===== config.mk =====
export PLATFORM = sky130hd
export DESIGN_NAME = stop_and_wait_packet_receiver
export DESIGN_NICKNAME = d
export VERILOG_FILES = /design/src/srx_pkg.sv /design/src/srx_in_reg.sv /design/src/srx_proc.sv /design/src/srx_out_reg.sv /design/src/stop_and_wait_packet_receiver.sv
export SDC_FILE = /design/constraint.sdc
export NUM_CORES = 1
export LEC_CHECK = 0
export ABC_AREA = 1
export BUFFER_PORTS_ARGS = -buffer_cell sky130_fd_sc_hd__buf_4
export CORE_MARGIN = 8
export CORE_UTILIZATION = 41
export CTS_BUF_LIST = sky130_fd_sc_hd__clkbuf_16
export DETAILED_ROUTE_END_ITERATION = 10
export SYNTH_ARGS = -nofsm -noshare
export SYNTH_HDL_FRONTEND = slang
export SYNTH_SLANG_ARGS = --single-unit

===== constraint.sdc =====
create_clock -name clk -period 6.5 [get_ports clk]
set_input_delay 0.325 -clock clk [delete_from_list [all_inputs] [get_ports clk]]
set_output_delay 0.325 -clock clk [all_outputs]
set_load 0.1 [all_outputs]

===== src/srx_pkg.sv =====
// Package: shared constants, types and the CRC-32 byte step for the packet receiver.
`default_nettype none
package srx_pkg;

    localparam logic [31:0] CRC_POLY     = 32'hEDB8_8320;
    localparam logic [31:0] CRC_INIT     = 32'hFFFF_FFFF;
    localparam logic [15:0] MIN_LENGTH   = 16'd9;
    localparam logic [15:0] LENGTH_RESET = 16'd25079;
    localparam logic [15:0] ID_NONE      = 16'hFFFF;

    // Header byte positions
    localparam logic [15:0] POS_SEQ_HI  = 16'd1;
    localparam logic [15:0] POS_SEQ_LO  = 16'd2;
    localparam logic [15:0] POS_SIZE_HI = 16'd3;
    localparam logic [15:0] POS_SIZE_LO = 16'd4;

    typedef enum logic [1:0] {
        ST_ACCEPTED = 2'd0,
        ST_IGNORED  = 2'd1,
        ST_CORRUPT  = 2'd2
    } status_t;

    typedef struct packed {
        status_t     status;
        logic [15:0] ack_id;
        logic [7:0]  ack_checksum;
        logic [15:0] message_size;
        logic [31:0] data_offset;
    } result_t;

    // Reflected CRC-32, one byte, bitwise
    function automatic logic [31:0] crc32_byte(input logic [31:0] crc, input logic [7:0] b);
        logic [31:0] c;
        c = crc ^ {24'd0, b};
        for (int k = 0; k < 8; k++)
        begin
            c = c[0] ? ((c >> 1) ^ CRC_POLY) : (c >> 1);
        end
        return c;
    endfunction

endpackage
`default_nettype wire


===== src/srx_in_reg.sv =====
// Input register for received bytes.
`default_nettype none
module srx_in_reg (
    input  wire logic       clk,
    input  wire logic       rst_n,
    input  wire logic       in_valid,
    output logic            in_ready,
    input  wire logic [7:0] data_byte,
    input  wire logic       advance,
    output logic            valid,
    output logic [7:0]      byte_q
);
    logic       valid_reg;
    logic [7:0] byte_reg;

    // Take a new byte when empty or when the held byte moves on
    assign in_ready = !valid_reg || advance;
    assign valid    = valid_reg;
    assign byte_q   = byte_reg;

    always_ff @(posedge clk or negedge rst_n)
    begin
        if (!rst_n)
        begin
            valid_reg <= 1'b0;
        end
        else if (in_ready)
        begin
            valid_reg <= in_valid;
        end
    end

    always_ff @(posedge clk)
    begin
        if (in_valid && in_ready)
        begin
            byte_reg <= data_byte;
        end
    end
endmodule
`default_nettype wire


===== src/srx_proc.sv =====
// Packet state: CRC accumulation, header capture and end-of-packet decision.
`default_nettype none
module srx_proc (
    input  wire logic        clk,
    input  wire logic        rst_n,
    input  wire logic        cfg_we,
    input  wire logic [15:0] cfg_data,
    input  wire logic        step,
    input  wire logic [7:0]  byte_in,
    output logic             is_last,
    output srx_pkg::result_t result
);
    import srx_pkg::*;

    logic [15:0] len_reg;
    logic [31:0] crc_reg,   crc_next;
    logic [15:0] pos_reg;
    logic [31:0] rcrc_reg,  rcrc_next;
    logic [15:0] seq_reg,   seq_next;
    logic [15:0] size_reg,  size_next;
    logic [15:0] last_id_reg, last_id_next;
    logic [31:0] total_reg, total_next;
    logic [15:0] len_eff;
    logic        crc_ok;
    logic        in_order;

    // Effective length, short lengths clamp to the minimum
    assign len_eff = (len_reg < MIN_LENGTH) ? MIN_LENGTH : len_reg;
    assign is_last = (pos_reg >= len_eff - 16'd1);

    // Per-byte updates and the decision on the last byte
    always_comb
    begin
        seq_next  = seq_reg;
        size_next = size_reg;
        if (pos_reg == POS_SEQ_HI)  seq_next  = {byte_in, seq_reg[7:0]};
        if (pos_reg == POS_SEQ_LO)  seq_next  = {seq_reg[15:8], byte_in};
        if (pos_reg == POS_SIZE_HI) size_next = {byte_in, size_reg[7:0]};
        if (pos_reg == POS_SIZE_LO) size_next = {size_reg[15:8], byte_in};

        crc_next  = crc_reg;
        rcrc_next = rcrc_reg;
        if (pos_reg < len_eff - 16'd4)
        begin
            if (byte_in != 8'd0)
            begin
                crc_next = crc32_byte(crc_reg, byte_in);
            end
        end
        else
        begin
            rcrc_next = {byte_in, rcrc_reg[31:8]};
        end

        crc_ok   = ((crc_next ^ CRC_INIT) == rcrc_next);
        // Signed compare against last + 1, no wrap
        in_order = ({seq_next[15], seq_next} == ({last_id_reg[15], last_id_reg} + 17'd1));

        last_id_next = last_id_reg;
        total_next   = total_reg;
        result.message_size = 16'd0;
        result.data_offset  = 32'd0;
        if (!crc_ok)
        begin
            result.status = ST_CORRUPT;
        end
        else
        begin
            result.message_size = size_next;
            if (in_order)
            begin
                result.status = ST_ACCEPTED;
                last_id_next  = seq_next;
                total_next    = total_reg + {16'd0, size_next};
            end
            else
            begin
                result.status = ST_IGNORED;
            end
            result.data_offset = total_next - {16'd0, size_next};
        end
        result.ack_id       = last_id_next;
        result.ack_checksum = 8'd1 + last_id_next[15:8] + last_id_next[7:0];
    end

    // Packet and persistent state
    always_ff @(posedge clk or negedge rst_n)
    begin
        if (!rst_n)
        begin
            len_reg     <= LENGTH_RESET;
            crc_reg     <= CRC_INIT;
            pos_reg     <= 16'd0;
            rcrc_reg    <= 32'd0;
            seq_reg     <= 16'd0;
            size_reg    <= 16'd0;
            last_id_reg <= ID_NONE;
            total_reg   <= 32'd0;
        end
        else
        begin
            if (cfg_we)
            begin
                len_reg <= cfg_data;
            end
            if (step)
            begin
                if (is_last)
                begin
                    crc_reg     <= CRC_INIT;
                    pos_reg     <= 16'd0;
                    rcrc_reg    <= 32'd0;
                    seq_reg     <= 16'd0;
                    size_reg    <= 16'd0;
                    last_id_reg <= last_id_next;
                    total_reg   <= total_next;
                end
                else
                begin
                    crc_reg  <= crc_next;
                    pos_reg  <= pos_reg + 16'd1;
                    rcrc_reg <= rcrc_next;
                    seq_reg  <= seq_next;
                    size_reg <= size_next;
                end
            end
        end
    end
endmodule
`default_nettype wire


===== src/srx_out_reg.sv =====
// Result register holding one packet verdict until the consumer takes it.
`default_nettype none
module srx_out_reg (
    input  wire logic             clk,
    input  wire logic             rst_n,
    input  wire logic             load,
    input  wire srx_pkg::result_t result,
    input  wire logic             out_ready,
    output logic                  out_valid,
    output srx_pkg::result_t      result_q
);
    import srx_pkg::*;

    logic    valid_reg;
    result_t result_reg;

    assign out_valid = valid_reg;
    assign result_q  = result_reg;

    // Valid flag: set on load, cleared once the transaction completes
    always_ff @(posedge clk or negedge rst_n)
    begin
        if (!rst_n)
        begin
            valid_reg <= 1'b0;
        end
        else if (load)
        begin
            valid_reg <= 1'b1;
        end
        else if (out_ready)
        begin
            valid_reg <= 1'b0;
        end
    end

    always_ff @(posedge clk)
    begin
        if (load)
        begin
            result_reg <= result;
        end
    end
endmodule
`default_nettype wire


===== src/stop_and_wait_packet_receiver.sv =====
// Stop-and-wait packet receiver: top level with CRC-32 check and ack generation.
//
// Usage:
//   Input channel (in_valid/in_ready, data_byte) carries the packet one byte per
//   transaction. A packet is packet_length bytes: header (sequence id in bytes 1-2,
//   message size in bytes 3-4, big-endian), payload, and a little-endian CRC-32.
//   Output channel (out_valid/out_ready) carries one transaction per packet, made on
//   its last byte: status, ack_id, ack_checksum, message_size, data_offset.
//   Config channel (cfg_valid/cfg_ready, cfg_data) writes packet_length; write it
//   only while no packet is in progress. cfg_ready is always high.
// Timing:
//   One byte per cycle unless a result waits for out_ready. A taken byte sits in
//   the input register and the packet logic acts on it in the next cycle; the
//   result loads as the last byte moves on. The single-byte CRC step sets the depth.
// Reset:
//   packet_length returns to 25079, byte count and CRC restart, no id accepted yet.
// Stall:
//   While a result waits for out_ready, bytes that do not end a packet keep
//   flowing; a packet's last byte waits in the input register, and in_ready drops.
`default_nettype none
module stop_and_wait_packet_receiver (
    input  wire logic        clk,
    input  wire logic        rst_n,
    input  wire logic        cfg_valid,
    output logic             cfg_ready,
    input  wire logic [15:0] cfg_data,
    input  wire logic        in_valid,
    output logic             in_ready,
    input  wire logic [7:0]  data_byte,
    output logic             out_valid,
    input  wire logic        out_ready,
    output srx_pkg::status_t status,
    output logic [15:0]      ack_id,
    output logic [7:0]       ack_checksum,
    output logic [15:0]      message_size,
    output logic [31:0]      data_offset
);
    import srx_pkg::*;

    logic    byte_valid;
    logic [7:0] byte_q;
    logic    advance;
    logic    is_last;
    result_t result;
    result_t result_q;

    assign cfg_ready = 1'b1;

    // Held byte moves on unless it ends a packet while the result slot is busy
    assign advance = byte_valid && (!is_last || !out_valid || out_ready);

    srx_in_reg u_in (
        .clk       (clk),
        .rst_n     (rst_n),
        .in_valid  (in_valid),
        .in_ready  (in_ready),
        .data_byte (data_byte),
        .advance   (advance),
        .valid     (byte_valid),
        .byte_q    (byte_q)
    );

    srx_proc u_proc (
        .clk      (clk),
        .rst_n    (rst_n),
        .cfg_we   (cfg_valid && cfg_ready),
        .cfg_data (cfg_data),
        .step     (advance),
        .byte_in  (byte_q),
        .is_last  (is_last),
        .result   (result)
    );

    srx_out_reg u_out (
        .clk       (clk),
        .rst_n     (rst_n),
        .load      (advance && is_last),
        .result    (result),
        .out_ready (out_ready),
        .out_valid (out_valid),
        .result_q  (result_q)
    );

    assign status       = result_q.status;
    assign ack_id       = result_q.ack_id;
    assign ack_checksum = result_q.ack_checksum;
    assign message_size = result_q.message_size;
    assign data_offset  = result_q.data_offset;

    // Checks
    a_checksum: assert property (@(posedge clk) disable iff (!rst_n)
        out_valid |-> ack_checksum == 8'(16'd1 + {8'd0, ack_id[15:8]} + {8'd0, ack_id[7:0]}))
        else $error("ack checksum does not match ack id");

    a_corrupt_zero: assert property (@(posedge clk) disable iff (!rst_n)
        (out_valid && status == ST_CORRUPT) |-> (message_size == 16'd0 && data_offset == 32'd0))
        else $error("corrupt result carries size or offset");

    a_no_overwrite: assert property (@(posedge clk) disable iff (!rst_n)
        (out_valid && !out_ready) |-> !(advance && is_last))
        else $error("pending result overwritten");

    a_stall_ready: assert property (@(posedge clk) disable iff (!rst_n)
        !in_ready |-> (byte_valid && is_last && out_valid && !out_ready))
        else $error("input stalled without a blocked result");
endmodule
`default_nettype wire


==> metrics.sh, run 1 <==
DETAIL_ROUTE.DRC_VIOLATIONS=0
SYNTHCELLS=2686
POWER_FRAC_COMB_PCT=53.3
IO_BUFFERS=104
FP.DIEAREA_UM2=52900
NUMBER_OF_ENABLE_TYPE_REGISTER_CELLS_IN_THE_SYNTHESIZED_NETLIST=82
CLKPWRFRAC_PCT=19.0
REGISTER_AREA_SHARE_AFTER_SYNTHESIS_PCT=37.2
CTS_TREE='built'
TIMING.CRITICAL_PATH.ARRIVAL_NS=6.37
DIE_Y_UM=230
MAX_CAP_VIOLS=0
WORST_EP_REQUIRED_TIME_NS=6.84
SWITCHING_PART_OF_THE_TOTAL_POWER_PCT=47.6
PLACEMENT.SETUP.WORST_SLACK_NS=0.0000169
SETUP-VIOLATIONS-FINAL=0
GRT_MAX_DEGREE=110
FINAL.SETUP_SKEW_NS=0.0338
EFFECTIVE_UTILIZATION_AT_FLOORPLAN_PCT=41.5
DRTANTENNAVIOLNETS=0
INITIAL_ANTENNA_VIOLATION_COUNT=0
CLK_LATENCY_NS=0.60
CP-END-KIND='flip-flop'
GRT_USAGE_PCT=22.1
SYNTH.TOP_CELLS.BY_COUNT='sky130_fd_sc_hd__nand2_1 (936), sky130_fd_sc_hd__inv_1 (338), sky130_fd_sc_hd__o21ai_0 (196), sky130_fd_sc_hd__nor2_1 (173), sky130_fd_sc_hd__nand3_1 (161)'
CTSROOTBUFFERMASTER='sky130_fd_sc_hd__clkbuf_16'
SYNTHESIS.AREA_UM2=18800
SYNTHDISTINCTLIBCELLS=59
RR_ENDPOINT='u_out.result_q[55]'
LARGEST_REGISTER_FF_COUNT=74
REG2REG_SETUP_SLACK_NS=0.47
WL_PER_CELL_UM=17.4
STATUS='complete, no violations'
CRIT_TYPE='reg2reg'
NUMBER_OF_NETS_IN_THE_FINAL_LAYOUT=2951
AREAGROWTHSYNTHTOFINISH_PCT=16.9
SYNTHARSTFLOPSHARE_PCT=68.5
FIRSTDRTPASSITERS=6
REL_SLEW_SLACK_PCT=23.8
SYNTHDOMINANTAREACELLTYPE='sky130_fd_sc_hd__nand2_1'
LAYOUTNONFILLERINSTCOUNT=3466
MAX-VDD-IR-DROP_mV=0.241
FIRST_GLOBAL_VIAS=17200
FIN_CRIT_NS=6.03
WORST_SETUP_PATH_START_KIND='flip-flop'
REG2REGPATHDEPTH=41
TIMING.CRITICAL_PATH.SLOWEST_STAGE_CELL='sky130_fd_sc_hd__dfstp_2'
TIMING.FINAL.HOLD_VIOLATIONS=0
TRITONCTS_BUFFER_COUNT=31
VIA_PER_INST=5.21
GRT_SETUP_UNREPAIRED='yes'
NUMPLACEDINSTANCES=3363
GRT_PASS1_WL_UM=95300
CRIT_PATH_LAUNCH='u_proc.len_reg[2]'
PWR-SHARE-SEQ_PCT=27.7
NUM_ROWS=78
POWER.INTERNAL_mW=4.68
NETSWITCHINGPOWER_mW=4.25
POSTLAYOUTSETUPSLACKWORST_NS=0.471
ROUTABILITYCONGESTION=0.958
SYNTH_WARNINGS=0
MAX_FREQ_GHz=0.166
DRIVE_GT1_SHARE_PCT=13.5
DIE_EXTENT_IN_X_UM=230
CTS_MAX_LEVEL=1
SYNTH_SEQ_CELLS=260
SYN-NUM-NETS=2796
HOLD_DEPTH=3
WORST_HOLD_PATH_TYPE='in2reg'
DP_HPWL_UM=43800
WORST_SETUP_PATH_ENDPOINT='u_out.result_q[55]'
CRIT_PATH_MAX_FANOUT=39
CRITICAL_PATH.MAX_STAGE_DELAY_NS=0.56
POWER_PER_CELL_AREA_nW_PER_UM2=407
FINAL.PERIOD_UTILIZATION_PCT=92.8
CTS_NUM_SINKS=260
IO_PINS=106
DR_VIAS=18100
TIMING.RR.START='u_proc.len_reg[2]'
SLEW_VIOLATIONS=0
TIGHTESTPINTRANSITION_NS=1.14
FINALWIRELENGTH_UM=60300
SYNTHMOSTINSTANTIATEDCELL='sky130_fd_sc_hd__nand2_1'
GRT_OVERFLOW_TOTAL=0
CTS-ROOT-TO-SINK-BUFFERS=3
PATH_CLK_SLEW_NS=0.06
CP_COMMON_CELL='sky130_fd_sc_hd__nand2_1'
CORE_AREA_UM2=45300
INSERTEDDIODECOUNT=0
SYNTH_LARGEST_TYPE_AREA_FRACTION_PCT=18.7
SYNTH_TOP_CELLS_BY_AREA='sky130_fd_sc_hd__nand2_1 (19%), sky130_fd_sc_hd__dfrtp_1 (16%), sky130_fd_sc_hd__edfxtp_1 (13%)'
DRT_ITER0_MARKERS=1439
POWER_LEAKAGE_nW=10.9
SYNTH_FF_TYPE='sky130_fd_sc_hd__dfrtp_1'
SYNTH.AVG_CELL_AREA_UM2=6.99
-- final cells by class --
class | count | area (um^2)
multi-input combinational | 1987 | 10200
inverter | 356 | 1350
timing repair inverter | 2 | 17.5
sequential | 260 | 6990
timing repair buffer | 203 | 1690
clock inverter | 27 | 204
fill | 4601 | 23300
tap | 600 | 751
clock buffer | 31 | 776
-- kinds of logic after synthesis --
group,after synthesis,share of synthesized area [%]
flops,260,37.2
other cells,1,0.0200
compound gates,407,12.0
xor+xnor,101,4.71
buf+inv,439,9.36
fa+ha+maj,81,5.51
simple gates,1391,30.8
mux,6,0.340
-- power by group through the flow --
stage	combinational, mW	clock (mW)	sequential (mW)
2_1_floorplan	3.23	0	2.52
3_3_place_gp	4.57	0	2.48
3_5_place_dp	4.62	0	2.48
4_1_cts	4.66	1.74	2.46
5_1_grt	5.38	1.80	2.52
6_report	4.76	1.70	2.47
-- layer usage --
metal  track usage, %  wire, um  vias to the layer above
li1                 -         -                     8988
met1             30.0     26900                     8376
met2             35.2     27300                      572
met3             3.30      3650                      130
met4             8.45      2460                        0
met5                0         0                        -
-- per-stage QoR --
stage / setup TNS [ns] / power, mW / hold slack (ns) / area, um^2 / utilization, %
after global routing: -0.0802 / 9.69 / 0.0752 / 22000 / 48.5
after global placement: 0 / 7.05 / 0.471 / 20400 / 45.0
after floorplan: 0 / 5.75 / 0.0294 / 18800 / -
final: 0 / 8.93 / 0.0727 / 22000 / 48.5
after detailed placement: 0 / 7.11 / 0.474 / 20400 / 45.0
after CTS: 0 / 8.86 / 0.0496 / 21600 / 47.8
-- critical path: cells and delay by family, from the launching register on --
kind	cells	cell delay, ns
simple gates	25	2.67
compound gates	6	0.98
buf+inv	7	0.82
flops	1	0.56
fa+ha+maj	2	0.52
xor+xnor	1	0.19
-- layout by cell type, fill, tap and decap left out, types with 27 or more instances in the layout --
master and instances:
sky130_fd_sc_hd__a21oi_1 70, sky130_fd_sc_hd__buf_4 167, sky130_fd_sc_hd__clkbuf_16 33, sky130_fd_sc_hd__dfrtp_1 120, sky130_fd_sc_hd__dfstp_2 58, sky130_fd_sc_hd__dlygate4sd3_1 27, sky130_fd_sc_hd__edfxtp_1 82, sky130_fd_sc_hd__ha_1 75
sky130_fd_sc_hd__inv_1 336, sky130_fd_sc_hd__nand2_1 934, sky130_fd_sc_hd__nand3_1 159, sky130_fd_sc_hd__nand4_1 31, sky130_fd_sc_hd__nor2_1 164, sky130_fd_sc_hd__nor3_1 29, sky130_fd_sc_hd__o21ai_0 188, sky130_fd_sc_hd__o21ai_1 39
sky130_fd_sc_hd__o22ai_1 50, sky130_fd_sc_hd__xor2_1 82
-- how the worst min path moves through the flow --
stage / start / endpoint
2_1_floorplan: rst_n / u_in.valid
3_3_place_gp: u_proc.seq_reg[14] / u_proc.seq_reg[14]
3_5_place_dp: u_proc.seq_reg[14] / u_proc.seq_reg[14]
4_1_cts: cfg_valid / u_proc.len_reg[8]
5_1_grt: cfg_valid / u_proc.len_reg[8]
6_report: cfg_valid / u_proc.len_reg[8]
-- what timing repair did --
| item | in CTS | in global routing |
|---|---|---|
| setup buffers | 0 | 14 |
| hold endpoints to repair | 81 | 0 |
| pin swaps | 0 | 10 |
| resized for setup | 2 | 47 |
| setup endpoints to repair | 1 | 24 |
| gates cloned | 0 | 4 |
| hold buffers | 27 | 0 |
Power figures use the tool's default switching activity.
==> run 2, diff against run 1 <==
- GPL_TIMING_DRIVEN: unset -> 0
- REMOVE_ABC_BUFFERS: unset -> 1
==> metrics.sh, run 2 (synthesized netlist as in run 1, its figures left out) <==
TIMING.CRITICAL_PATH.ARRIVAL_NS=6.52  # +0.15 ns
MAX_FREQ_GHz=0.161  # -3.2%
MOSTFREQUENTLAYOUTCELLS='sky130_fd_sc_hd__nand2_1 (917), sky130_fd_sc_hd__inv_1 (332), sky130_fd_sc_hd__nor2_1 (158), sky130_fd_sc_hd__o21ai_0 (158), sky130_fd_sc_hd__nand3_1 (155)'
CTS_TREE='built'
CRIT_PATH_MAX_FANOUT=6  # -85%
FP.DIEAREA_UM2=52900  # unchanged
CRIT_TYPE='reg2reg'
DRTANTENNAVIOLNETS=0  # unchanged
MAX-VDD-IR-DROP_mV=0.174  # -28%
CLK_LATENCY_NS=0.54  # -0.06 ns
INITIAL_ANTENNA_VIOLATION_COUNT=0  # unchanged
RR_ENDPOINT='u_out.result_q[54]'
FINALCOREUTILIZATION_PCT=49.8  # +1.3 points
LARGEST_REGISTER_FF_COUNT=74  # unchanged
EFFECTIVE_UTILIZATION_AT_FLOORPLAN_PCT=41.5  # unchanged
REG2REG_SETUP_SLACK_NS=0.27  # -0.20 ns
MET1_LENGTH_UM=25700  # -4.4%
POWER_PER_CELL_AREA_nW_PER_UM2=403  # -0.93%
INSERTEDDIODECOUNT=0  # unchanged
WORST_HOLD_PATH_TYPE='in2reg'
CP-END-KIND='flip-flop'
IO_BUFFERS=104  # unchanged
TIGHTESTPINTRANSITION_NS=1.30  # +0.158 ns
PLACEMENT.SETUP.WORST_SLACK_NS=-2.52  # -2.52 ns
DP_HPWL_UM=40800  # -6.9%
DETAIL_ROUTE.DRC_VIOLATIONS=0  # unchanged
DIE_Y_UM=230  # unchanged
CTSROOTBUFFERMASTER='sky130_fd_sc_hd__clkbuf_16'
WORST_SETUP_PATH_ENDPOINT='u_out.result_q[54]'
CRITICAL_PATH.MAX_STAGE_DELAY_NS=0.55  # about the same
TRITONCTS_BUFFER_COUNT=34  # +9.7%
AREAGROWTHSYNTHTOFINISH_PCT=20.0
CTS_NUM_SINKS=260  # unchanged
SLEW_VIOLATIONS=0  # unchanged
GRT_USAGE_PCT=22.4  # +0.27 points
POSTLAYOUTSETUPSLACKWORST_NS=0.270  # -0.201 ns
ROUTE.MET2.WL_UM=29700  # +8.9%
MOSTFREQUENTLAYOUTCELL='sky130_fd_sc_hd__nand2_1'
NUMBER_OF_NETS_IN_THE_FINAL_LAYOUT=2958  # +0.24%
CTS-ROOT-TO-SINK-BUFFERS=3  # unchanged
DR_VIAS=18300  # +1.3%
FINALWIRELENGTH_UM=61500  # +1.9%
IO_PINS=106  # unchanged
CTS_MAX_LEVEL=2  # +1
REG2REGPATHDEPTH=41  # unchanged
VIA_PER_INST=5.28  # +1.2%
PATH_CLK_SLEW_NS=0.06  # about the same
MET3_LENGTH_UM=3900  # +6.9%
FINAL.SETUP_SKEW_NS=0.0106  # -0.0232 ns
CRIT_PATH_LAUNCH='u_proc.len_reg[7]'
DRIVE_GT1_SHARE_PCT=15.4  # +1.8 points
GRT_OVERFLOW_TOTAL=0  # unchanged
FIRSTDRTPASSITERS=7  # +1
TIMING.FINAL.HOLD_VIOLATIONS=0  # unchanged
HIGHEST_ROUTED_LAYER='met4'
DIE_EXTENT_IN_X_UM=230  # unchanged
GRT_PASS1_WL_UM=95600  # +0.33%
ROUTABILITYCONGESTION=0.941  # -1.7%
WORST_EP_REQUIRED_TIME_NS=6.79  # -0.05 ns
SETUP-VIOLATIONS-FINAL=0  # unchanged
FINAL.PERIOD_UTILIZATION_PCT=95.8  # +3.1 points
TIMING.RR.START='u_proc.len_reg[7]'
WL_PER_CELL_UM=17.7  # +1.8%
WORST_SETUP_PATH_START_KIND='flip-flop'
TIMING.CRITICAL_PATH.SLOWEST_STAGE_CELL='sky130_fd_sc_hd__dfstp_2'
POWER_LEAKAGE_nW=11.1  # +1.8%
NUM_ROWS=78  # unchanged
HOLD-WORST-SLACK_NS=0.0217  # -0.0511 ns
STATUS='complete, no violations'
DRT_ITER0_MARKERS=1354  # -5.9%
FIN_CRIT_NS=6.23  # +0.201 ns
MAX_CAP_VIOLS=0  # unchanged
REL_SLEW_SLACK_PCT=13.2  # -11 points
GRT_MAX_DEGREE=98  # -11%
CORE_AREA_UM2=45300  # unchanged
FIRST_GLOBAL_VIAS=17700  # +2.7%
==> run 2: final cells by class <==
type,instances,area (um^2)
fill,4547,22700
multi-input combinational,1998,10600
tap,600,751
clock inverter,23,135
inverter,356,1380
clock buffer,35,876
timing repair buffer,194,1800
timing repair inverter,4,37.5
sequential,260,6990
==> run 2: how the worst min path moves through the flow <==
stage                     depth (start not counted)             endpoint               from
final                                             3           u_in.valid           in_valid
after global routing                              3           u_in.valid           in_valid
after CTS                                         3           u_in.valid           in_valid
after detailed placement                          1  u_proc.total_reg[0]              rst_n
after global placement                            2    u_proc.seq_reg[4]  u_proc.seq_reg[4]
after floorplan                                   0           u_in.valid              rst_n
==> run 2: per-stage QoR <==
stage	TNS (ns)	cells	cell area (um^2)	total power, mW
after floorplan	-104.89	2603	18400	5.71
after global placement	-873.63	3307	19900	6.82
after detailed placement	-202.60	3313	20100	6.91
after CTS	-0.0670	3423	21800	8.89
after global routing	-0.109	3470	22600	9.86
final	0	3470	22600	9.08
==> run 2: power by group <==
group	internal, mW	switching (mW)
Combinational	1.58	3.28
Sequential	2.15	0.306
Clock	1.01	0.755
Total	4.74	4.34
==> run 2: per-layer routing <==
metal	GRT usage, %	up-vias
li1	-	9022
met1	27.6	8655
met2	38.8	522
met3	4.00	110
met4	7.86	0
met5	0	-
==> run 2: what timing repair did <==
item / 4_1_cts / 5_1_grt
pin swaps: 11 / 40
gates cloned: 9 / 6
setup buffers: 18 / 41
resized for setup: 69 / 99
hold endpoints to repair: 76 / 0
endpoints found under the setup margin: 197 / 122
hold buffers: 25 / 0
==> run 2: worst max-delay path, delay by kind of cell, from the launching register on <==
kind | cells | cell delay (ns)
AO/OA/AOI/OAI | 6 | 0.93
XOR/XNOR | 2 | 0.34
adder cells (fa/ha/maj) | 3 | 0.88
buffers and inverters | 11 | 1.13
flip-flops | 1 | 0.55
AND/OR/NAND/NOR | 19 | 2.14
==> run 3, diff against run 2 <==
--- a/config.mk
+++ b/config.mk
@@ -14,2 +14,3 @@
 export GPL_TIMING_DRIVEN = 0
+export RECOVER_POWER = 25
 export REMOVE_ABC_BUFFERS = 1
--- a/constraint.sdc
+++ b/constraint.sdc
@@ -3,2 +3,2 @@
 set_output_delay 0.325 -clock clk [all_outputs]
-set_load 0.1 [all_outputs]
+set_load 0.02 [all_outputs]
==> metrics.sh, run 3 (synthesized netlist as in run 1, its figures left out) <==
NUMBER_OF_NETS_IN_THE_FINAL_LAYOUT=2958  # unchanged
CTS_TREE='built'
CP-END-KIND='flip-flop'
SETUP-VIOLATIONS-FINAL=0  # unchanged
DETAIL_ROUTE.DRC_VIOLATIONS=0  # unchanged
GRT_PASS1_WL_UM=95600  # unchanged
TIMING.FINAL.HOLD_VIOLATIONS=0  # unchanged
GRT_OVERFLOW_TOTAL=0  # unchanged
REL_SLEW_SLACK_PCT=-254  # -270 points
IO_BUFFERS=104  # unchanged
DRIVE_GT1_SHARE_PCT=13.6  # -1.8 points
WORST_HOLD_PATH_TYPE='in2reg'
TIGHTESTPINTRANSITION_NS=5.31  # +4.01 ns
CLK_LATENCY_NS=0.54  # about the same
MAX_CAP_VIOLS=1  # +1
VIOLATIONS_IN_THE_FINAL_REPORTS='capacitance limit, slew limit'
LARGEST_REGISTER_FF_COUNT=74  # unchanged
DRTANTENNAVIOLNETS=0  # unchanged
INITIAL_ANTENNA_VIOLATION_COUNT=0  # unchanged
FIRST_GLOBAL_VIAS=17700  # unchanged
HOLDCRITSTARTPOINT='in_valid'
MAX_FREQ_GHz=0.160  # -0.12%
TIMING.CRITICAL_PATH.ARRIVAL_NS=6.53  # about the same
FINAL_TOTAL_PWR_mW=8.95  # -1.5%
FP.DIEAREA_UM2=52900  # unchanged
FIN_CRIT_NS=6.24  # +0.00757 ns
WORST_SETUP_PATH_START_KIND='flip-flop'
POWER_LEAKAGE_nW=10.9  # -1.6%
CTSROOTBUFFERMASTER='sky130_fd_sc_hd__clkbuf_16'
WORST_EP_REQUIRED_TIME_NS=6.79  # about the same
MULTIINPUTGATEAREA_UM2=10600  # unchanged
DIE_EXTENT_IN_X_UM=230  # unchanged
SEQUENTIAL_CELL_AREA_UM2=6990  # about the same
VIA_PER_INST=5.27  # about the same
PATH_CLK_SLEW_NS=0.06  # about the same
FINALWIRELENGTH_UM=61500  # about the same
FIRSTDRTPASSITERS=6  # -1
GRT_MAX_DEGREE=98  # unchanged
CRIT_TYPE='reg2reg'
INSERTEDDIODECOUNT=0  # unchanged
DR_VIAS=18300  # -0.049%
MAX-VDD-IR-DROP_mV=0.174  # about the same
MOSTFREQUENTLAYOUTCELL='sky130_fd_sc_hd__nand2_1'
DP_HPWL_UM=40800  # unchanged
NUM_ROWS=78  # unchanged
DESIGN_AREA_UM2=22400  # -0.84%
PLACE_AREA_UM2=20100  # unchanged
TIMING.CRITICAL_PATH.SLOWEST_STAGE_CELL='sky130_fd_sc_hd__dfrtp_1'
CORE_AREA_UM2=45300  # unchanged
STATUS='complete, but fails checks'
CTS-ROOT-TO-SINK-BUFFERS=3  # unchanged
CTS_NUM_SINKS=260  # unchanged
FILLERINSTANCES=4594  # +1.0%
ROUTABILITYCONGESTION=0.941  # unchanged
PLACEMENT.SETUP.WORST_SLACK_NS=-2.52  # unchanged
EFFECTIVE_UTILIZATION_AT_FLOORPLAN_PCT=41.5  # unchanged
POWER_PER_CELL_AREA_nW_PER_UM2=400  # -0.62%
TIMING.RR.START='u_proc.len_reg[11]'
POSTLAYOUTSETUPSLACKWORST_NS=0.263  # -0.00757 ns
DRT_ITER0_MARKERS=1390  # +2.7%
MOSTFREQUENTLAYOUTCELLS='sky130_fd_sc_hd__nand2_1 (917), sky130_fd_sc_hd__inv_1 (332), sky130_fd_sc_hd__nor2_1 (158), sky130_fd_sc_hd__o21ai_0 (158), sky130_fd_sc_hd__nand3_1 (155)'
WL_PER_CELL_UM=17.7  # about the same
FINAL.SETUP_SKEW_NS=0.0106  # -0.0000497 ns
CRIT_PATH_MAX_FANOUT=6  # unchanged
DIE_Y_UM=230  # unchanged
FINAL.PERIOD_UTILIZATION_PCT=96.0  # +0.12 points
SLEW_VIOLATIONS=83  # +83
CTS_MAX_LEVEL=2  # unchanged
CRITICAL_PATH.MAX_STAGE_DELAY_NS=0.44  # -0.11 ns
CRIT_PATH_LAUNCH='u_proc.len_reg[11]'
GRT_USAGE_PCT=22.4  # unchanged
TRITONCTS_BUFFER_COUNT=34  # unchanged
AREAGROWTHSYNTHTOFINISH_PCT=19.0
IO_PINS=106  # unchanged
==> run 3: timing repair <==
action,CTS,global route
resized for setup,69,99
pin swaps,11,40
hold endpoints to repair,76,0
hold buffers,25,0
cloned,9,6
setup endpoints to repair,197,122
buffers inserted,18,41
==> run 3: critical path: cells and delay by family (launching register included) <==
kind | cells | cell delay [ns]
xor+xnor | 2 | 0.35
compound gates | 5 | 0.81
flops | 1 | 0.44
simple gates | 18 | 2.26
fa+ha+maj | 4 | 1.01
buf+inv | 11 | 1.12
==> run 3: area by class of cell <==
| class | count | area share [%] |
|---|---|---|
| repair inverters | 4 | 0.168 |
| inverters | 356 | 6.17 |
| flip-flops and latches | 260 | 31.3 |
| clock inverters | 23 | 0.604 |
| well taps | 600 | 3.36 |
| multi-input cells | 1998 | 47.3 |
| clock buffers | 35 | 3.92 |
| repair buffers | 194 | 7.21 |
==> run 3: where the power goes <==
group,switching (mW),internal (mW)
clock network,0.755,1.01
logic,3.16,1.57
registers,0.306,2.15
total,4.22,4.73
==> run 3: metal layers <==
| layer | up-vias | track usage (%) | share of wire [%] |
|---|---|---|---|
| li1 | 9026 | - | - |
| met1 | 8638 | 27.6 | 42 |
| met2 | 526 | 38.8 | 48 |
| met3 | 110 | 4.00 | 6.3 |
| met4 | 0 | 7.86 | 3.5 |
| met5 | - | 0 | 0 |
==> run 3: stage by stage <==
step	std cells	setup TNS (ns)	hold WS [ns]	util, %
after CTS	3423	-0.0670	0.0107	48.1
after global placement	3307	-873.63	0.469	43.9
after global routing	3470	-0.109	0.0525	49.4
final	3470	0	0.0220	49.4
after detailed placement	3313	-202.60	0.401	44.3
after floorplan	2603	-103.08	0.0294	-
==> run 3: final timing paths <==
check	cells past startpoint	slack (ns)	end
max in group asynchronous	2	1.25	u_proc.rcrc_reg[15]
worst min-delay path	3	0.02	u_in.valid
min in group asynchronous	2	2.29	u_proc.total_reg[0]
worst min register to register	2	0.49	u_proc.seq_reg[3]
worst max register to register	40	0.26	u_out.result_q[54]
worst max-delay path	40	0.26	u_out.result_q[54]
